## src/rtl/cdrs_pkg.sv

```systemverilog
// Shared types and constants of the C-LOOK request scheduler.
`default_nettype none
package cdrs_pkg;

  localparam int unsigned DEF_QUEUE_DEPTH   = 16;
  localparam int unsigned DEF_CYLINDER_BITS = 16;
  localparam int unsigned DEF_TAG_BITS      = 8;
  localparam int unsigned COUNT_W           = 5;
  localparam int unsigned STATUS_W          = 2;

  localparam logic FUNC_ENQ = 1'b0;
  localparam logic FUNC_DEQ = 1'b1;

  typedef enum logic [STATUS_W-1:0] {
    STAT_OK    = 2'd0,
    STAT_EMPTY = 2'd1,
    STAT_FULL  = 2'd2
  } status_e;

  typedef enum logic [1:0] {
    S_IDLE,
    S_SCAN,
    S_LAST,
    S_COMMIT
  } ctrl_state_e;

  // Sequencer strobes toward the datapath.
  typedef struct packed {
    logic scan_clear;
    logic rd_en;
    logic commit;
  } ctrl_t;

  // Slot store access strobes.
  typedef struct packed {
    logic rd_en;
    logic wr_en;
    logic clr_en;
  } mem_cmd_t;

  // What the scan has found so far.
  typedef struct packed {
    logic low_found;
    logic above_found;
    logic free_found;
  } scan_flags_t;

endpackage
`default_nettype wire

```

## src/rtl/cdrs_slot_store.sv

```systemverilog
// Slot memory for cylinder and tag with per-slot valid flip-flops.
`default_nettype none
module cdrs_slot_store #(
  parameter int unsigned QUEUE_DEPTH   = cdrs_pkg::DEF_QUEUE_DEPTH,
  parameter int unsigned CYLINDER_BITS = cdrs_pkg::DEF_CYLINDER_BITS,
  parameter int unsigned TAG_BITS      = cdrs_pkg::DEF_TAG_BITS,
  localparam int unsigned IDX_W        = $clog2(QUEUE_DEPTH)
) (
  input  logic                     clk_i,
  input  logic                     rst_ni,
  input  cdrs_pkg::mem_cmd_t       cmd_i,
  input  logic [IDX_W-1:0]         rd_addr_i,
  input  logic [IDX_W-1:0]         wr_addr_i,
  input  logic [CYLINDER_BITS-1:0] wr_cyl_i,
  input  logic [TAG_BITS-1:0]      wr_tag_i,
  output logic                     rd_ok_o,
  output logic                     rd_slot_valid_o,
  output logic [IDX_W-1:0]         rd_idx_o,
  output logic [CYLINDER_BITS-1:0] rd_cyl_o,
  output logic [TAG_BITS-1:0]      rd_tag_o
);
  import cdrs_pkg::*;

  logic [CYLINDER_BITS-1:0] cyl_mem [QUEUE_DEPTH];
  logic [TAG_BITS-1:0]      tag_mem [QUEUE_DEPTH];
  logic [QUEUE_DEPTH-1:0]   valid_q;

  logic                     rd_ok_q;
  logic                     rd_valid_q;
  logic [IDX_W-1:0]         rd_idx_q;
  logic [CYLINDER_BITS-1:0] rd_cyl_q;
  logic [TAG_BITS-1:0]      rd_tag_q;

  always_ff @(posedge clk_i) begin
    if (cmd_i.wr_en) begin
      cyl_mem[wr_addr_i] <= wr_cyl_i;
      tag_mem[wr_addr_i] <= wr_tag_i;
    end
    if (cmd_i.rd_en) begin
      rd_cyl_q <= cyl_mem[rd_addr_i];
      rd_tag_q <= tag_mem[rd_addr_i];
      rd_idx_q <= rd_addr_i;
    end
  end

  always_ff @(posedge clk_i or negedge rst_ni) begin
    if (!rst_ni) begin
      valid_q    <= '0;
      rd_ok_q    <= 1'b0;
      rd_valid_q <= 1'b0;
    end else begin
      rd_ok_q <= cmd_i.rd_en;
      if (cmd_i.rd_en) begin
        rd_valid_q <= valid_q[rd_addr_i];
      end
      if (cmd_i.wr_en) begin
        valid_q[wr_addr_i] <= 1'b1;
      end else if (cmd_i.clr_en) begin
        valid_q[wr_addr_i] <= 1'b0;
      end
    end
  end

  assign rd_ok_o         = rd_ok_q;
  assign rd_slot_valid_o = rd_valid_q;
  assign rd_idx_o        = rd_idx_q;
  assign rd_cyl_o        = rd_cyl_q;
  assign rd_tag_o        = rd_tag_q;

endmodule
`default_nettype wire

```

## src/rtl/cdrs_scan_unit.sv

```systemverilog
// Shared compare unit: tracks lowest, next-above-head and first free slot.
`default_nettype none
module cdrs_scan_unit #(
  parameter int unsigned QUEUE_DEPTH   = cdrs_pkg::DEF_QUEUE_DEPTH,
  parameter int unsigned CYLINDER_BITS = cdrs_pkg::DEF_CYLINDER_BITS,
  parameter int unsigned TAG_BITS      = cdrs_pkg::DEF_TAG_BITS,
  localparam int unsigned IDX_W        = $clog2(QUEUE_DEPTH)
) (
  input  logic                     clk_i,
  input  logic                     rst_ni,
  input  logic                     clear_i,
  input  logic                     elem_ok_i,
  input  logic                     elem_valid_i,
  input  logic [IDX_W-1:0]         elem_idx_i,
  input  logic [CYLINDER_BITS-1:0] elem_cyl_i,
  input  logic [TAG_BITS-1:0]      elem_tag_i,
  input  logic                     head_known_i,
  input  logic [CYLINDER_BITS-1:0] head_i,
  output cdrs_pkg::scan_flags_t    flags_o,
  output logic [IDX_W-1:0]         pick_idx_o,
  output logic [CYLINDER_BITS-1:0] pick_cyl_o,
  output logic [TAG_BITS-1:0]      pick_tag_o,
  output logic [IDX_W-1:0]         free_idx_o
);
  import cdrs_pkg::*;

  scan_flags_t              flags_q;
  logic [IDX_W-1:0]         low_idx_q, above_idx_q, free_idx_q;
  logic [CYLINDER_BITS-1:0] low_cyl_q, above_cyl_q;
  logic [TAG_BITS-1:0]      low_tag_q, above_tag_q;
  logic                     take_low, take_above, take_free;

  // Strict less-than keeps the lowest slot on ties, since slots arrive in order.
  always_comb begin
    take_low   = elem_ok_i && elem_valid_i &&
                 (!flags_q.low_found || (elem_cyl_i < low_cyl_q));
    take_above = elem_ok_i && elem_valid_i && head_known_i && (elem_cyl_i > head_i) &&
                 (!flags_q.above_found || (elem_cyl_i < above_cyl_q));
    take_free  = elem_ok_i && !elem_valid_i && !flags_q.free_found;
  end

  always_ff @(posedge clk_i or negedge rst_ni) begin
    if (!rst_ni) begin
      flags_q <= '0;
    end else if (clear_i) begin
      flags_q <= '0;
    end else begin
      if (take_low) begin
        flags_q.low_found <= 1'b1;
      end
      if (take_above) begin
        flags_q.above_found <= 1'b1;
      end
      if (take_free) begin
        flags_q.free_found <= 1'b1;
      end
    end
  end

  always_ff @(posedge clk_i) begin
    if (take_low) begin
      low_idx_q <= elem_idx_i;
      low_cyl_q <= elem_cyl_i;
      low_tag_q <= elem_tag_i;
    end
    if (take_above) begin
      above_idx_q <= elem_idx_i;
      above_cyl_q <= elem_cyl_i;
      above_tag_q <= elem_tag_i;
    end
    if (take_free) begin
      free_idx_q <= elem_idx_i;
    end
  end

  // Wrap to the lowest cylinder when nothing lies above the head.
  always_comb begin
    if (flags_q.above_found) begin
      pick_idx_o = above_idx_q;
      pick_cyl_o = above_cyl_q;
      pick_tag_o = above_tag_q;
    end else begin
      pick_idx_o = low_idx_q;
      pick_cyl_o = low_cyl_q;
      pick_tag_o = low_tag_q;
    end
  end

  assign flags_o    = flags_q;
  assign free_idx_o = free_idx_q;

endmodule
`default_nettype wire

```

## src/rtl/cdrs_ctrl.sv

```systemverilog
// Sequencer: walks the slot address over one scan and strobes the commit.
`default_nettype none
module cdrs_ctrl #(
  parameter int unsigned QUEUE_DEPTH = cdrs_pkg::DEF_QUEUE_DEPTH,
  localparam int unsigned IDX_W      = $clog2(QUEUE_DEPTH)
) (
  input  logic             clk_i,
  input  logic             rst_ni,
  input  logic             in_valid_i,
  input  logic             out_free_i,
  output logic             in_ready_o,
  output cdrs_pkg::ctrl_t  ctrl_o,
  output logic [IDX_W-1:0] rd_addr_o
);
  import cdrs_pkg::*;

  localparam logic [IDX_W-1:0] LAST_IDX = IDX_W'(QUEUE_DEPTH - 1);

  ctrl_state_e      state_q, state_d;
  logic [IDX_W-1:0] idx_q, idx_d;

  always_comb begin
    state_d = state_q;
    case (state_q)
      S_IDLE: begin
        if (in_valid_i) begin
          state_d = S_SCAN;
        end
      end
      S_SCAN: begin
        if (idx_q == LAST_IDX) begin
          state_d = S_LAST;
        end
      end
      S_LAST: begin
        state_d = S_COMMIT;
      end
      S_COMMIT: begin
        if (out_free_i) begin
          state_d = S_IDLE;
        end
      end
      default: begin
        state_d = S_IDLE;
      end
    endcase
  end

  always_comb begin
    in_ready_o = 1'b0;
    ctrl_o     = '0;
    idx_d      = idx_q;
    case (state_q)
      S_IDLE: begin
        in_ready_o        = 1'b1;
        ctrl_o.scan_clear = in_valid_i;
        idx_d             = '0;
      end
      S_SCAN: begin
        ctrl_o.rd_en = 1'b1;
        idx_d        = idx_q + IDX_W'(1);
      end
      S_LAST: begin
        idx_d = '0;
      end
      S_COMMIT: begin
        // Hold the result until the output register is free.
        ctrl_o.commit = out_free_i;
      end
      default: begin
        idx_d = '0;
      end
    endcase
  end

  always_ff @(posedge clk_i or negedge rst_ni) begin
    if (!rst_ni) begin
      state_q <= S_IDLE;
      idx_q   <= '0;
    end else begin
      state_q <= state_d;
      idx_q   <= idx_d;
    end
  end

  assign rd_addr_o = idx_q;

endmodule
`default_nettype wire

```

## src/rtl/clook_disk_request_scheduler.sv

```systemverilog
// C-LOOK disk request scheduler top level: head, count and result register.
//
//  channel  | direction | handshake               | payload
//  ---------+-----------+-------------------------+-------------------------------------------
//  request  | in        | in_valid_i / in_ready_o | func_i, cylinder_i, request_tag_i
//  result   | out       | out_valid_o / out_ready_i | status_o, served_cylinder_o,
//           |           |                         | served_tag_o, pending_count_o
//
//  Every transaction scans all QUEUE_DEPTH slots through the single read port of the slot
//  memory: the result is loaded after the scan, and a new transaction is taken only once
//  the previous one has committed its result.
//  Reset clears the slot valid flip-flops, head and count at once; no clearing pass.
//  A result waiting in the output register does not block acceptance; only the commit of
//  the following transaction waits for that register to drain.
`default_nettype none
module clook_disk_request_scheduler #(
  parameter int unsigned QUEUE_DEPTH   = cdrs_pkg::DEF_QUEUE_DEPTH,
  parameter int unsigned CYLINDER_BITS = cdrs_pkg::DEF_CYLINDER_BITS,
  parameter int unsigned TAG_BITS      = cdrs_pkg::DEF_TAG_BITS
) (
  input  logic                         clk_i,
  input  logic                         rst_ni,
  input  logic                         in_valid_i,
  output logic                         in_ready_o,
  input  logic                         func_i,
  input  logic [CYLINDER_BITS-1:0]     cylinder_i,
  input  logic [TAG_BITS-1:0]          request_tag_i,
  output logic                         out_valid_o,
  input  logic                         out_ready_i,
  output logic [cdrs_pkg::STATUS_W-1:0] status_o,
  output logic [CYLINDER_BITS-1:0]     served_cylinder_o,
  output logic [TAG_BITS-1:0]          served_tag_o,
  output logic [cdrs_pkg::COUNT_W-1:0] pending_count_o
);
  import cdrs_pkg::*;

  localparam int unsigned IDX_W = $clog2(QUEUE_DEPTH);
  localparam int unsigned CNT_W = $clog2(QUEUE_DEPTH + 1);

  ctrl_t                    ctrl;
  mem_cmd_t                 mem_cmd;
  scan_flags_t              flags;
  logic [IDX_W-1:0]         rd_addr, rd_idx, pick_idx, free_idx, wr_addr;
  logic                     rd_ok, rd_slot_valid;
  logic [CYLINDER_BITS-1:0] rd_cyl, pick_cyl;
  logic [TAG_BITS-1:0]      rd_tag, pick_tag;
  logic                     in_fire, out_free;

  logic                     func_q;
  logic [CYLINDER_BITS-1:0] cyl_q;
  logic [TAG_BITS-1:0]      tag_q;

  logic                     head_known_q, head_known_d;
  logic [CYLINDER_BITS-1:0] head_q, head_d;
  logic [CNT_W-1:0]         cnt_q, cnt_d;

  logic                     out_valid_q;
  status_e                  status_q, status_d;
  logic [CYLINDER_BITS-1:0] scyl_q, scyl_d;
  logic [TAG_BITS-1:0]      stag_q, stag_d;
  logic [COUNT_W-1:0]       pend_q, pend_d;

  assign in_fire  = in_valid_i && in_ready_o;
  assign out_free = !out_valid_q || out_ready_i;

  cdrs_ctrl #(
    .QUEUE_DEPTH(QUEUE_DEPTH)
  ) u_ctrl (
    .clk_i      (clk_i),
    .rst_ni     (rst_ni),
    .in_valid_i (in_valid_i),
    .out_free_i (out_free),
    .in_ready_o (in_ready_o),
    .ctrl_o     (ctrl),
    .rd_addr_o  (rd_addr)
  );

  cdrs_slot_store #(
    .QUEUE_DEPTH  (QUEUE_DEPTH),
    .CYLINDER_BITS(CYLINDER_BITS),
    .TAG_BITS     (TAG_BITS)
  ) u_store (
    .clk_i          (clk_i),
    .rst_ni         (rst_ni),
    .cmd_i          (mem_cmd),
    .rd_addr_i      (rd_addr),
    .wr_addr_i      (wr_addr),
    .wr_cyl_i       (cyl_q),
    .wr_tag_i       (tag_q),
    .rd_ok_o        (rd_ok),
    .rd_slot_valid_o(rd_slot_valid),
    .rd_idx_o       (rd_idx),
    .rd_cyl_o       (rd_cyl),
    .rd_tag_o       (rd_tag)
  );

  cdrs_scan_unit #(
    .QUEUE_DEPTH  (QUEUE_DEPTH),
    .CYLINDER_BITS(CYLINDER_BITS),
    .TAG_BITS     (TAG_BITS)
  ) u_scan (
    .clk_i       (clk_i),
    .rst_ni      (rst_ni),
    .clear_i     (ctrl.scan_clear),
    .elem_ok_i   (rd_ok),
    .elem_valid_i(rd_slot_valid),
    .elem_idx_i  (rd_idx),
    .elem_cyl_i  (rd_cyl),
    .elem_tag_i  (rd_tag),
    .head_known_i(head_known_q),
    .head_i      (head_q),
    .flags_o     (flags),
    .pick_idx_o  (pick_idx),
    .pick_cyl_o  (pick_cyl),
    .pick_tag_o  (pick_tag),
    .free_idx_o  (free_idx)
  );

  // Capture the request payload at acceptance.
  always_ff @(posedge clk_i) begin
    if (in_fire) begin
      func_q <= func_i;
      cyl_q  <= cylinder_i;
      tag_q  <= request_tag_i;
    end
  end

  always_comb begin
    mem_cmd       = '0;
    mem_cmd.rd_en = ctrl.rd_en;
    wr_addr       = free_idx;
    status_d      = STAT_OK;
    scyl_d        = '0;
    stag_d        = '0;
    cnt_d         = cnt_q;
    head_d        = head_q;
    head_known_d  = head_known_q;
    if (func_q == FUNC_DEQ) begin
      wr_addr = pick_idx;
      if (flags.low_found) begin
        mem_cmd.clr_en = ctrl.commit;
        scyl_d         = pick_cyl;
        stag_d         = pick_tag;
        cnt_d          = cnt_q - CNT_W'(1);
        head_d         = pick_cyl;
        head_known_d   = 1'b1;
      end else begin
        status_d = STAT_EMPTY;
      end
    end else begin
      if (flags.free_found) begin
        mem_cmd.wr_en = ctrl.commit;
        cnt_d         = cnt_q + CNT_W'(1);
      end else begin
        status_d = STAT_FULL;
      end
    end
    pend_d = COUNT_W'(cnt_d);
  end

  always_ff @(posedge clk_i or negedge rst_ni) begin
    if (!rst_ni) begin
      head_known_q <= 1'b0;
      head_q       <= '0;
      cnt_q        <= '0;
      out_valid_q  <= 1'b0;
    end else begin
      if (ctrl.commit) begin
        head_known_q <= head_known_d;
        head_q       <= head_d;
        cnt_q        <= cnt_d;
        out_valid_q  <= 1'b1;
      end else if (out_ready_i) begin
        out_valid_q <= 1'b0;
      end
    end
  end

  always_ff @(posedge clk_i) begin
    if (ctrl.commit) begin
      status_q <= status_d;
      scyl_q   <= scyl_d;
      stag_q   <= stag_d;
      pend_q   <= pend_d;
    end
  end

  assign out_valid_o       = out_valid_q;
  assign status_o          = status_q;
  assign served_cylinder_o = scyl_q;
  assign served_tag_o      = stag_q;
  assign pending_count_o   = pend_q;

endmodule
`default_nettype wire

```

## config.mk

```make
export PLATFORM = sky130hd
export DESIGN_NAME = clook_disk_request_scheduler
export DESIGN_NICKNAME = d
export VERILOG_FILES = /design/src/rtl/cdrs_pkg.sv /design/src/rtl/cdrs_slot_store.sv /design/src/rtl/cdrs_scan_unit.sv /design/src/rtl/cdrs_ctrl.sv /design/src/rtl/clook_disk_request_scheduler.sv
export SDC_FILE = /design/constraint.sdc
export NUM_CORES = 1
export LEC_CHECK = 0
export BUFFER_PORTS_ARGS = -buffer_cell sky130_fd_sc_hd__buf_2
export CORE_MARGIN = 2
export CORE_UTILIZATION = 35
export CTS_CLUSTER_SIZE = 14
export DETAILED_ROUTE_END_ITERATION = 10
export GPL_ROUTABILITY_DRIVEN = 1
export SKIP_CTS_REPAIR_TIMING = 1
export SYNTH_ARGS = -nofsm -noshare
export SYNTH_HDL_FRONTEND = slang
export SYNTH_SLANG_ARGS = --single-unit
```

## constraint.sdc

```tcl
create_clock -name clk_i -period 4.8 [get_ports clk_i]
set_clock_uncertainty 0.2 [all_clocks]
set_input_delay 0.48 -clock clk_i [delete_from_list [all_inputs] [get_ports clk_i]]
set_output_delay 0.48 -clock clk_i [all_outputs]
set_load 0.01 [all_outputs]
```

==> results of run 1 <==
==> power breakdown <==
group / switching (mW) / internal (mW)
sequential: 0.639 / 6.33
clock: 1.91 / 2.50
combinational: 1.47 / 1.38
==> per-stage QoR <==
step	hold WS [ns]	util (%)	total power [mW]
finish	0.06278	40.97	14.22
global route	0.08855	40.97	14.95
global placement	0.2241	37.62	9.901
detailed placement	0.2338	37.62	9.973
CTS	-0.2255	40.55	14.40
floorplan	-0.01559	-	8.970
==> critical path: stages (launching register included) <==
cell	delay, ns
sky130_fd_sc_hd__edfxtp_1	0.47
sky130_fd_sc_hd__ha_1	0.33
sky130_fd_sc_hd__a2111oi_0	0.40
sky130_fd_sc_hd__o31ai_1	0.21
sky130_fd_sc_hd__a2111o_1	0.45
sky130_fd_sc_hd__a21boi_2	0.52
sky130_fd_sc_hd__buf_4	0.44
==> worst paths after layout <==
path                                startpoint                     to  slack, ns
min in group asynchronous               rst_ni              head_q[8]       0.32
max                        u_store.rd_cyl_o[1]  u_scan.above_tag_q[6]       1.44
max in group asynchronous               rst_ni    u_ctrl.rd_addr_o[1]       3.49
min reg2reg                u_store.rd_tag_o[4]  u_scan.above_tag_q[4]       0.25
max reg2reg                u_store.rd_cyl_o[1]  u_scan.above_tag_q[6]       1.44
min                                out_ready_i            out_valid_o       0.06
==> state kept, by name, indices dropped and copies added (netlist names), 2 cells and up, named ones only <==
name	flops
head_q	16
u_store.rd_idx_o	4
u_scan.above_idx_q	4
u_scan.low_idx_q	4
status_o	2
u_store.rd_cyl_o	16
tag_q	8
u_scan.low_cyl_q	16
u_ctrl.rd_addr_o	4
u_scan.above_cyl_q	16
u_store.rd_tag_o	8
pending_count_o	5
served_tag_o	8
u_scan.flags_o	3
cnt_q	5
u_ctrl.state_q	2
u_store.cyl_mem	256
u_scan.free_idx_o	4
u_store.tag_mem	128
served_cylinder_o	16
u_scan.above_tag_q	8
u_scan.low_tag_q	8
cyl_q	16
==> cell type report <==
cell class | count | area [µm²] | area share [%]
Clock buffer | 68 | 1489 | 5.648
Multi-Input combinational cell | 473 | 5254 | 19.93
Timing Repair Buffer | 114 | 833.3 | 3.161
Sequential cell | 578 | 17120 | 64.93
Tap cell | 855 | 1070 | 4.058
Clock inverter | 41 | 392.9 | 1.490
Inverter | 55 | 206.4 | 0.7832
==> routing by layer <==
metal / global-route usage, % / vias up
met3: 2.597 / 74
li1: - / 4881
met4: 4.127 / 2
met1: 19.40 / 5734
met2: 23.01 / 275
met5: 0 / -
==> kinds of logic after synthesis <==
family / after synthesis / share of synthesized area, %
buffers and inverters: 101 / 2.061
muxes: 155 / 13.86
AOI/OAI and AO/OA: 115 / 2.951
xor gates and xnor gates: 6 / 0.2308
DFF: 578 / 75.14
and+or+nand+nor: 143 / 2.786
adders and majority gates: 54 / 2.968
==> layout by cell type (no fill, tap or decap), types with 3 or more instances in the layout <==
master	n
sky130_fd_sc_hd__edfxtp_1	528
sky130_fd_sc_hd__mux4_2	115
sky130_fd_sc_hd__buf_2	61
sky130_fd_sc_hd__clkbuf_16	58
sky130_fd_sc_hd__inv_1	55
sky130_fd_sc_hd__o21ai_0	54
sky130_fd_sc_hd__ha_1	54
sky130_fd_sc_hd__dfrtp_1	47
sky130_fd_sc_hd__nand2_1	43
sky130_fd_sc_hd__nor2_1	40
sky130_fd_sc_hd__mux2i_1	28
sky130_fd_sc_hd__a21oi_1	27
sky130_fd_sc_hd__dlygate4sd3_1	27
sky130_fd_sc_hd__buf_4	21
sky130_fd_sc_hd__clkinv_2	14
sky130_fd_sc_hd__nor2_2	13
sky130_fd_sc_hd__clkinv_1	13
sky130_fd_sc_hd__nand4_1	11
sky130_fd_sc_hd__mux4_1	10
sky130_fd_sc_hd__clkbuf_1	10
sky130_fd_sc_hd__nand2b_1	8
sky130_fd_sc_hd__nand3_1	8
sky130_fd_sc_hd__a21o_1	8
sky130_fd_sc_hd__xnor2_1	5
sky130_fd_sc_hd__nor3_1	5
sky130_fd_sc_hd__bufinv_16	5
sky130_fd_sc_hd__buf_12	5
sky130_fd_sc_hd__a211oi_1	4
sky130_fd_sc_hd__clkinvlp_4	4
sky130_fd_sc_hd__nor2b_1	3
sky130_fd_sc_hd__nor2_4	3
sky130_fd_sc_hd__or3_1	3
==> results.sh, run 1 <==
export IMPL_filler_cell_count=5679
export IMPL_cts_max_level=2
export IMPL_route_detailed_drc=0
export IMPL_netlist_instances=1152
export IMPL_rsz0062_at_grt="no"
export IMPL_portBuffers=61
export IMPL_finalWeightedCongestion=0.7710
export IMPL_cp_data_arrival_time_ns=3.45
export IMPL_dp_worst_setup_slack_ns=1.383
export IMPL_synthesis_area_um2=22770
export IMPL_final_max_slew_viol_count=0
export IMPL_placeableCoreArea_um2=64350
export IMPL_grt_pass1_wl_um=70830
export IMPL_timing_hold_worst_class="input pin to flop"
export IMPL_setup_viol=0
export IMPL_post_synth_edffs=528
export IMPL_register_bit_count_reported_by_yosys=578
export IMPL_synth_most_common_cell="sky130_fd_sc_hd__edfxtp_1"
export IMPL_wire_per_inst_um=21.37
export IMPL_number_of_antenna_violations_at_the_first_check_in_global_routing=4
export IMPL_met1_length_um=20790
export IMPL_cts_tree="done"
export IMPL_synth_nets=1235
export IMPL_synth_distinct_cells=48
export IMPL_placedCellCount=2048
export IMPL_period_share_pct=70.08
export IMPL_synth_top_flop_cell="sky130_fd_sc_hd__edfxtp_1"
export IMPL_grt_start_max_net_pins=70
export IMPL_deepest_clock_path_buffer_count=3
export IMPL_fmaxAchievable_mhz=297.3
export IMPL_yosys_top_cells_area="sky130_fd_sc_hd__edfxtp_1, sky130_fd_sc_hd__mux4_2, sky130_fd_sc_hd__dfrtp_1, sky130_fd_sc_hd__ha_1, sky130_fd_sc_hd__mux2i_1"
export IMPL_finish_cell_count_without_fillers=2184
export IMPL_critPathMaxFanout=20
export IMPL_floorplan_initialDensity_pct=35.38
export IMPL_run_status="finished clean"
export IMPL_synth_sequential_area_ratio_pct=75.14
export IMPL_drt_first_iter_violations=897
export IMPL_die_area_um2=67100
export IMPL_clk_pin_slew_ns=0.06
export IMPL_detail_route_antenna_nets=0
export IMPL_syn_area_per_cell_um2=19.76
export IMPL_layout_nets=1363
export IMPL_grt_overflow=0
export IMPL_dpl_cell_area_um2=24210
export IMPL_min_delay_path_depth=3
export IMPL_dr_pass1_iters=5
export IMPL_cp_end_kind="flop"
export IMPL_number_of_top_level_design_ports=62
export IMPL_fin_tns_setup_ns=0
export IMPL_dr_wl_met2_um=22470
export IMPL_synth_top_cell_by_area="sky130_fd_sc_hd__edfxtp_1"
export IMPL_timing_critical_path_from_type="flop"
export IMPL_diodes=0
export IMPL_yosys_warnings=0
export IMPL_highest_signal_layer="met5"
export IMPL_final_critical_path_setup_slack_ns=1.436
export IMPL_tightestPinTransition_ns=1.141
export IMPL_flow_area_growth_from_synthesis_pct=15.79
export IMPL_sum_of_met3_wire_segment_lengths_after_detailed_routing_um=2355
export IMPL_floorplan_rows=93
export IMPL_postRouteWirelength_um=46670
export IMPL_postSynth_asyncResetShare_pct=8.651
export IMPL_clockRootBuffer="sky130_fd_sc_hd__clkbuf_16"
export IMPL_vdd_ir_drop_worst_mv=0.2958
export IMPL_timing_max_slew_rel_slack_pct=23.76
export IMPL_numClockSinks=578
export IMPL_crit_type="flop to flop"
export IMPL_post_dp_hpwl_um=27010
export IMPL_route_detailed_vias_per_inst=5.021
export IMPL_drv_max_cap_violation_count=0
export IMPL_synthTopCellsByCount="sky130_fd_sc_hd__edfxtp_1, sky130_fd_sc_hd__mux4_2, sky130_fd_sc_hd__nor2_1"
export IMPL_hold_violations=0
export IMPL_die_w_um=259.0
export IMPL_num_vias=10966
export IMPL_clock_insertion_delay_worst_skew_ns=0.63
export IMPL_yosys_area_top_type_share_pct=69.65
export IMPL_power_density_cell_area_nw_per_um2=539.3
export IMPL_track_usage_pct=14.12
export IMPL_die_y_um=259.0
export IMPL_finalWorstPathRequiredPeriod_ns=3.364
export IMPL_drive_above_1_share_pct=23.48
export IMPL_final_cell_area_um2=26360
export IMPL_cp_data_required_time_ns=4.89
export IMPL_number_of_global_route_vias_before_repair=11342
export IMPL_p_leak_nw=8.778
export IMPL_cts_made_buffers=58
export IMPL_worstRegToRegCells=6
Power figures use the tool's default switching activity.
==> inputs of run 2 (changes only) <==
Settings changed: ABC_AREA set to 1.
Clock period 4.8 ns to 2.7 ns, I/O delays scaled along.
==> results.sh, run 2 <==
export IMPL_register_bit_count_reported_by_yosys=578
export IMPL_rrSetupSlack_ns=0.24
export IMPL_finalWorstPathRequiredPeriod_ns=2.457
export IMPL_synth_top_cell_by_area="sky130_fd_sc_hd__edfxtp_1"
export IMPL_timing_critical_path_from_type="flop"
export IMPL_period_share_pct=91.00
export IMPL_final_common_cell="sky130_fd_sc_hd__edfxtp_1"
export IMPL_run_status="finished clean"
export IMPL_portBuffers=61
export IMPL_cts_max_level=2
export IMPL_synth_sequential_area_ratio_pct=73.51
export IMPL_number_of_top_level_design_ports=62
export IMPL_yosys_warnings=0
export IMPL_route_detailed_drc=0
export IMPL_finalWeightedCongestion=0.8187
export IMPL_synthTopCellsByCount="sky130_fd_sc_hd__edfxtp_1, sky130_fd_sc_hd__nor2_1, sky130_fd_sc_hd__o21ai_0"
export IMPL_deepest_clock_path_buffer_count=3
export IMPL_path_delay_family="flip-flops"
export IMPL_die_area_um2=68560
export IMPL_cts_tree="done"
export IMPL_netlist_instances=1810
export IMPL_post_dp_hpwl_um=32630
export IMPL_track_usage_pct=15.91
export IMPL_worstRegToRegCells=10
export IMPL_cp_data_required_time_ns=2.78
export IMPL_worstReg2RegStart="u_store.rd_cyl_o[9]"
export IMPL_drt_first_iter_violations=1155
export IMPL_rsz0062_at_grt="no"
export IMPL_diodes=0
export IMPL_filler_cell_count=5956
export IMPL_cp_data_arrival_time_ns=2.54
export IMPL_r2r_end="u_scan.above_tag_q[6]"
export IMPL_top_register="u_store.cyl_mem"
export IMPL_final_cell_area_um2=27300
export IMPL_crit_type="flop to flop"
export IMPL_drive_above_1_share_pct=12.55
export IMPL_grt_pass1_wl_um=82190
export IMPL_hold_violations=0
export IMPL_grt_overflow=0
export IMPL_postSynth_asyncResetShare_pct=8.651
export IMPL_crit_chain="ha_1 -> nand2_1 -> nor2_1 -> nand2_1 -> inv_1 -> nand2_1 -> nand2_1 -> nand2_1 -> a21oi_2 -> buf_4"
export IMPL_cp_slowest_stage_delay_ns=0.57
export IMPL_critical_path_most_common_cell="sky130_fd_sc_hd__nand2_1"
export IMPL_vdd_ir_drop_worst_mv=0.4948
export IMPL_tightestPinTransition_ns=0.9196
export IMPL_fmaxAchievable_mhz=407.0
export IMPL_die_y_um=261.8
export IMPL_floorplan_initialDensity_pct=35.39
export IMPL_power_density_cell_area_nw_per_um2=978.1
export IMPL_synth_most_common_cell="sky130_fd_sc_hd__edfxtp_1"
export IMPL_p_leak_nw=9.645
export IMPL_worst_setup_path_endpoint="u_scan.above_tag_q[6]"
export IMPL_floorplan_rows=94
export IMPL_synth_top_flop_cell="sky130_fd_sc_hd__edfxtp_1"
export IMPL_timing_hold_worst_class="input pin to async pin"
export IMPL_synth_nets=1893
export IMPL_post_synth_edffs=528
export IMPL_number_of_global_route_vias_before_repair=13693
export IMPL_number_of_antenna_violations_at_the_first_check_in_global_routing=3
export IMPL_clockRootBuffer="sky130_fd_sc_hd__clkbuf_16"
export IMPL_critical_path_startpoint="u_store.rd_cyl_o[9]"
export IMPL_cp_depth=10
export IMPL_setup_viol=0
export IMPL_synthesis_area_um2=23270
export IMPL_largest_register_ffs=256
export IMPL_critical_path_slowest_cell="sky130_fd_sc_hd__edfxtp_1"
export IMPL_clock_insertion_delay_worst_skew_ns=0.62
export IMPL_postRouteWirelength_um=54600
export IMPL_syn_area_per_cell_um2=12.86
export IMPL_synth_distinct_cells=37
export IMPL_route_detailed_vias_per_inst=5.017
export IMPL_clk_pin_slew_ns=0.06
export IMPL_dr_pass1_iters=5
export IMPL_yosys_top_cells_area="sky130_fd_sc_hd__edfxtp_1, sky130_fd_sc_hd__dfrtp_1, sky130_fd_sc_hd__o21ai_0, sky130_fd_sc_hd__nor2_1, sky130_fd_sc_hd__nand2_1"
export IMPL_yosys_area_top_type_share_pct=68.14
export IMPL_final_hold_worst_slack_ns=0.1264
export IMPL_wire_per_inst_um=19.23
export IMPL_grt_start_max_net_pins=71
export IMPL_detail_route_antenna_nets=0
export IMPL_critPathMaxFanout=20
export IMPL_cts_made_buffers=56
export IMPL_die_w_um=261.8
export IMPL_flow_area_growth_from_synthesis_pct=17.31
export IMPL_cp_end_kind="flop"
export IMPL_num_vias=14248
export IMPL_fin_tns_setup_ns=0
export IMPL_numClockSinks=578
export IMPL_dpl_cell_area_um2=25210
export IMPL_placeableCoreArea_um2=65750
export IMPL_total_power_mw=26.70
export IMPL_final_max_slew_viol_count=0
export IMPL_timing_max_slew_rel_slack_pct=38.70
export IMPL_reg_top3="u_store.cyl_mem x256, u_store.tag_mem x128"
export IMPL_layout_nets=2012
export IMPL_path_buf_inv=2
export IMPL_drv_max_cap_violation_count=0
export IMPL_mostFrequentLayoutCells="sky130_fd_sc_hd__edfxtp_1, sky130_fd_sc_hd__nor2_1, sky130_fd_sc_hd__o21ai_0"
[run 2: cell count changes after synthesis, sizes merged, moves of 13 or more]
cell / delta
a21oi: +13
o22ai: +60
nand2: +171
o221ai: +28
nand3: +55
o21ai: +213
mux2i: -27
o211ai: +21
mux4: -125
inv: +43
clkbuf: +35
nor2: +218
[run 2: worst min-delay path by stage]
stage | end | slack [ns] | cells after the start
2_1_floorplan | async pin | -0.23 | 0
3_3_place_gp | u_scan.above_tag_q[7] | 0.23 | 0
3_5_place_dp | head_q[7] | 0.25 | 1
4_1_cts | head_q[7] | -0.41 | 1
5_1_grt | cyl_q[1] | 0.15 | 2
6_report | head_q[9] | 0.13 | 2
[run 2: logic make-up (layout without fill, tap and decap cells)]
kind of cell / count (synthesis) / after routing / synth area share (%)
buffers and inverters: 191 / 357 / 3.430
XOR/XNOR: 4 / 4 / 0.1505
AO/OA/AOI/OAI: 426 / 426 / 10.37
AND/OR/NAND/NOR: 556 / 556 / 9.587
multiplexers: 1 / 1 / 0.04302
adder cells (fa/ha/maj): 54 / 54 / 2.904
flip-flops: 578 / 578 / 73.51
[run 2: worst register-to-register path: stages (launching register included)]
cell	delay, ns
sky130_fd_sc_hd__edfxtp_1	0.57
sky130_fd_sc_hd__ha_1	0.39
sky130_fd_sc_hd__nand2_1	0.05
sky130_fd_sc_hd__nor2_1	0.11
sky130_fd_sc_hd__nand2_1	0.09
sky130_fd_sc_hd__inv_1	0.06
sky130_fd_sc_hd__nand2_1	0.05
sky130_fd_sc_hd__nand2_1	0.05
sky130_fd_sc_hd__nand2_1	0.10
sky130_fd_sc_hd__a21oi_2	0.14
sky130_fd_sc_hd__buf_4	0.31
[run 2: metal layers]
layer	vias up	GRT usage (%)	part of all wire, %
met3	90	2.903	6.6
li1	6787	-	-
met5	-	0	0.035
met1	6969	21.94	44
met2	400	25.64	47
met4	2	4.908	2.6
[run 2: where the power goes]
group	switching [mW]	leakage [nW]	internal (mW)
logic	4.58	3.35	2.32
clock network	3.35	0.877	4.39
registers	0.801	5.42	11.3
[run 2: cell type report]
cell class              instances  area [µm²]  share of cell area [%]
well taps                     864        1081                   3.960
clock buffers                  70        1485                   5.440
multi-input cells            1041        5458                   19.99
flip-flops and latches        578       17110                   62.68
inverters                      99       377.9                   1.384
clock inverters                35       319.1                   1.169
repair buffers                153        1466                   5.372
[run 2: through the flow]
stage | util, % | setup slack (ns) | cells
3_5_place_dp | 38.35 | 0.2425 | 2707
2_1_floorplan | - | -0.1476 | 1810
5_1_grt | 41.52 | 0.08299 | 2840
6_report | 41.52 | 0.2431 | 2840
4_1_cts | 41.10 | 0.2091 | 2812
3_3_place_gp | 38.35 | 0.2227 | 2707
==> inputs of run 3 (changes only) <==
Settings changed: MAX_ROUTING_LAYER set to met4.
==> results.sh, run 3 (same netlist as run 2, synthesis figures left out) <==
export IMPL_grt_pass1_wl_um=82180
export IMPL_cp_data_required_time_ns=2.79
export IMPL_clockRootBuffer="sky130_fd_sc_hd__clkbuf_16"
export IMPL_timing_max_slew_rel_slack_pct=38.94
export IMPL_critPathMaxFanout=20
export IMPL_power_density_cell_area_nw_per_um2=977.5
export IMPL_die_w_um=261.8
export IMPL_route_detailed_vias_per_inst=5.038
export IMPL_dr_pass1_iters=5
export IMPL_finalWorstPathRequiredPeriod_ns=2.445
export IMPL_filler_cell_count=5956
export IMPL_clock_insertion_delay_worst_skew_ns=0.62
export IMPL_cts_made_buffers=56
export IMPL_drv_max_cap_violation_count=0
export IMPL_die_area_um2=68560
export IMPL_die_y_um=261.8
export IMPL_cp_end_kind="flop"
export IMPL_grt_overflow=0
export IMPL_run_status="finished clean"
export IMPL_worstReg2RegStart="u_store.rd_cyl_o[13]"
export IMPL_drive_above_1_share_pct=12.55
export IMPL_reg_top3="u_store.cyl_mem x256, u_store.tag_mem x128"
export IMPL_rsz0062_at_grt="no"
export IMPL_fmaxAchievable_mhz=408.9
export IMPL_final_common_cell="sky130_fd_sc_hd__edfxtp_1"
export IMPL_deepest_clock_path_buffer_count=3
export IMPL_cts_max_level=2
export IMPL_r2r_end="u_scan.above_tag_q[6]"
export IMPL_detail_route_antenna_nets=0
export IMPL_final_max_slew_viol_count=0
export IMPL_track_usage_pct=16.41
export IMPL_fin_tns_setup_ns=0
export IMPL_period_share_pct=90.57
export IMPL_route_detailed_drc=0
export IMPL_num_vias=14317
export IMPL_post_dp_hpwl_um=32630
export IMPL_final_cell_area_um2=27300
export IMPL_drt_first_iter_violations=1169
export IMPL_vdd_ir_drop_worst_mv=0.4975
export IMPL_dpl_cell_area_um2=25210
export IMPL_tightestPinTransition_ns=0.9159
export IMPL_flow_area_growth_from_synthesis_pct=17.34
export IMPL_setup_viol=0
export IMPL_largest_register_ffs=256
export IMPL_placeableCoreArea_um2=65750
export IMPL_timing_hold_worst_class="input pin to async pin"
export IMPL_finalWeightedCongestion=0.8309
export IMPL_postRouteWirelength_um=54470
export IMPL_floorplan_rows=94
export IMPL_critical_path_most_common_cell="sky130_fd_sc_hd__nand2_1"
export IMPL_multiInputGateArea_um2=5458
export IMPL_path_buf_inv=2
export IMPL_ff_latch_area_um2=17110
export IMPL_wire_per_inst_um=19.17
export IMPL_cts_tree="done"
export IMPL_cp_data_arrival_time_ns=2.53
export IMPL_top_register="u_store.cyl_mem"
export IMPL_grt_start_max_net_pins=71
export IMPL_number_of_global_route_vias_before_repair=13704
export IMPL_layout_nets=2012
export IMPL_clk_pin_slew_ns=0.06
export IMPL_worstRegToRegCells=10
export IMPL_p_leak_nw=9.645
export IMPL_portBuffers=61
export IMPL_rrSetupSlack_ns=0.25
export IMPL_floorplan_initialDensity_pct=35.39
export IMPL_number_of_top_level_design_ports=62
export IMPL_numClockSinks=578
export IMPL_cp_slowest_stage_delay_ns=0.56
export IMPL_number_of_antenna_violations_at_the_first_check_in_global_routing=3
export IMPL_path_delay_family="flip-flops"
export IMPL_critical_path_slowest_cell="sky130_fd_sc_hd__edfxtp_1"
export IMPL_timing_critical_path_from_type="flop"
export IMPL_mostFrequentLayoutCells="sky130_fd_sc_hd__edfxtp_1, sky130_fd_sc_hd__nor2_1, sky130_fd_sc_hd__o21ai_0"
export IMPL_crit_type="flop to flop"
export IMPL_hold_violations=0
export IMPL_crit_chain="ha_1 -> nand2_1 -> nor2_1 -> nand2_1 -> inv_1 -> nand2_1 -> nand2_1 -> nand2_1 -> a21oi_2 -> buf_4"
## run 3: cell count changes in the layout (fill, tap and decap cells not counted), sizes merged
cell   before  now
diode       0    2
## run 3: area by class of cell
class / count / area share (%)
Antenna cell: 2 / 0.01833
Clock buffer: 70 / 5.439
Clock inverter: 35 / 1.169
Inverter: 99 / 1.384
Multi-Input combinational cell: 1041 / 19.99
Sequential cell: 578 / 62.67
Tap cell: 864 / 3.959
Timing Repair Buffer: 153 / 5.371
## run 3: stage by stage
step                setup WS [ns]  utilization [%]  hold slack [ns]  cells  power (mW)
floorplan                 -0.1476                -          -0.2256   1810       16.31
global placement           0.2227            38.35           0.2267   2707       18.96
CTS                        0.2091            41.10          -0.4116   2812       26.91
detailed placement         0.2425            38.35           0.2450   2707       19.16
finish                     0.2547            41.53           0.1226   2842       26.69
global route              0.08299            41.53           0.1485   2841       28.22
## run 3: where the power goes
group	leakage, nW	total [mW]	switching [mW]	internal (mW)
registers	5.42	12.1	0.799	11.3
logic	3.35	6.90	4.58	2.32
clock network	0.877	7.73	3.35	4.39
## run 3: worst max-delay path by stage
stage | startpoint | end | slack (ns) | depth (start not counted)
final | u_store.rd_cyl_o[13] | u_scan.above_tag_q[6] | 0.25 | 10
after CTS | u_store.rd_cyl_o[9] | u_scan.above_idx_q[2] | 0.21 | 10
after global placement | u_store.rd_cyl_o[9] | u_scan.above_tag_q[2] | 0.22 | 10
after floorplan | u_ctrl.state_q[0] | u_store.cyl_mem[0][0] | -0.15 | 6
after detailed placement | u_store.rd_cyl_o[9] | u_scan.above_tag_q[6] | 0.24 | 10
after global routing | u_store.rd_cyl_o[9] | u_scan.above_tag_q[6] | 0.08 | 10
## run 3: metal layers
layer / track usage (%) / share of wire (%) / vias up / routed length [µm]
li1: - / - / 6791 / -
met4: 4.908 / 2.5 / 0 / 1383
met1: 21.91 / 45 / 7023 / 24270
met3: 2.903 / 6.3 / 96 / 3451
met5: - / 0 / - / 0
met2: 25.69 / 47 / 407 / 25370
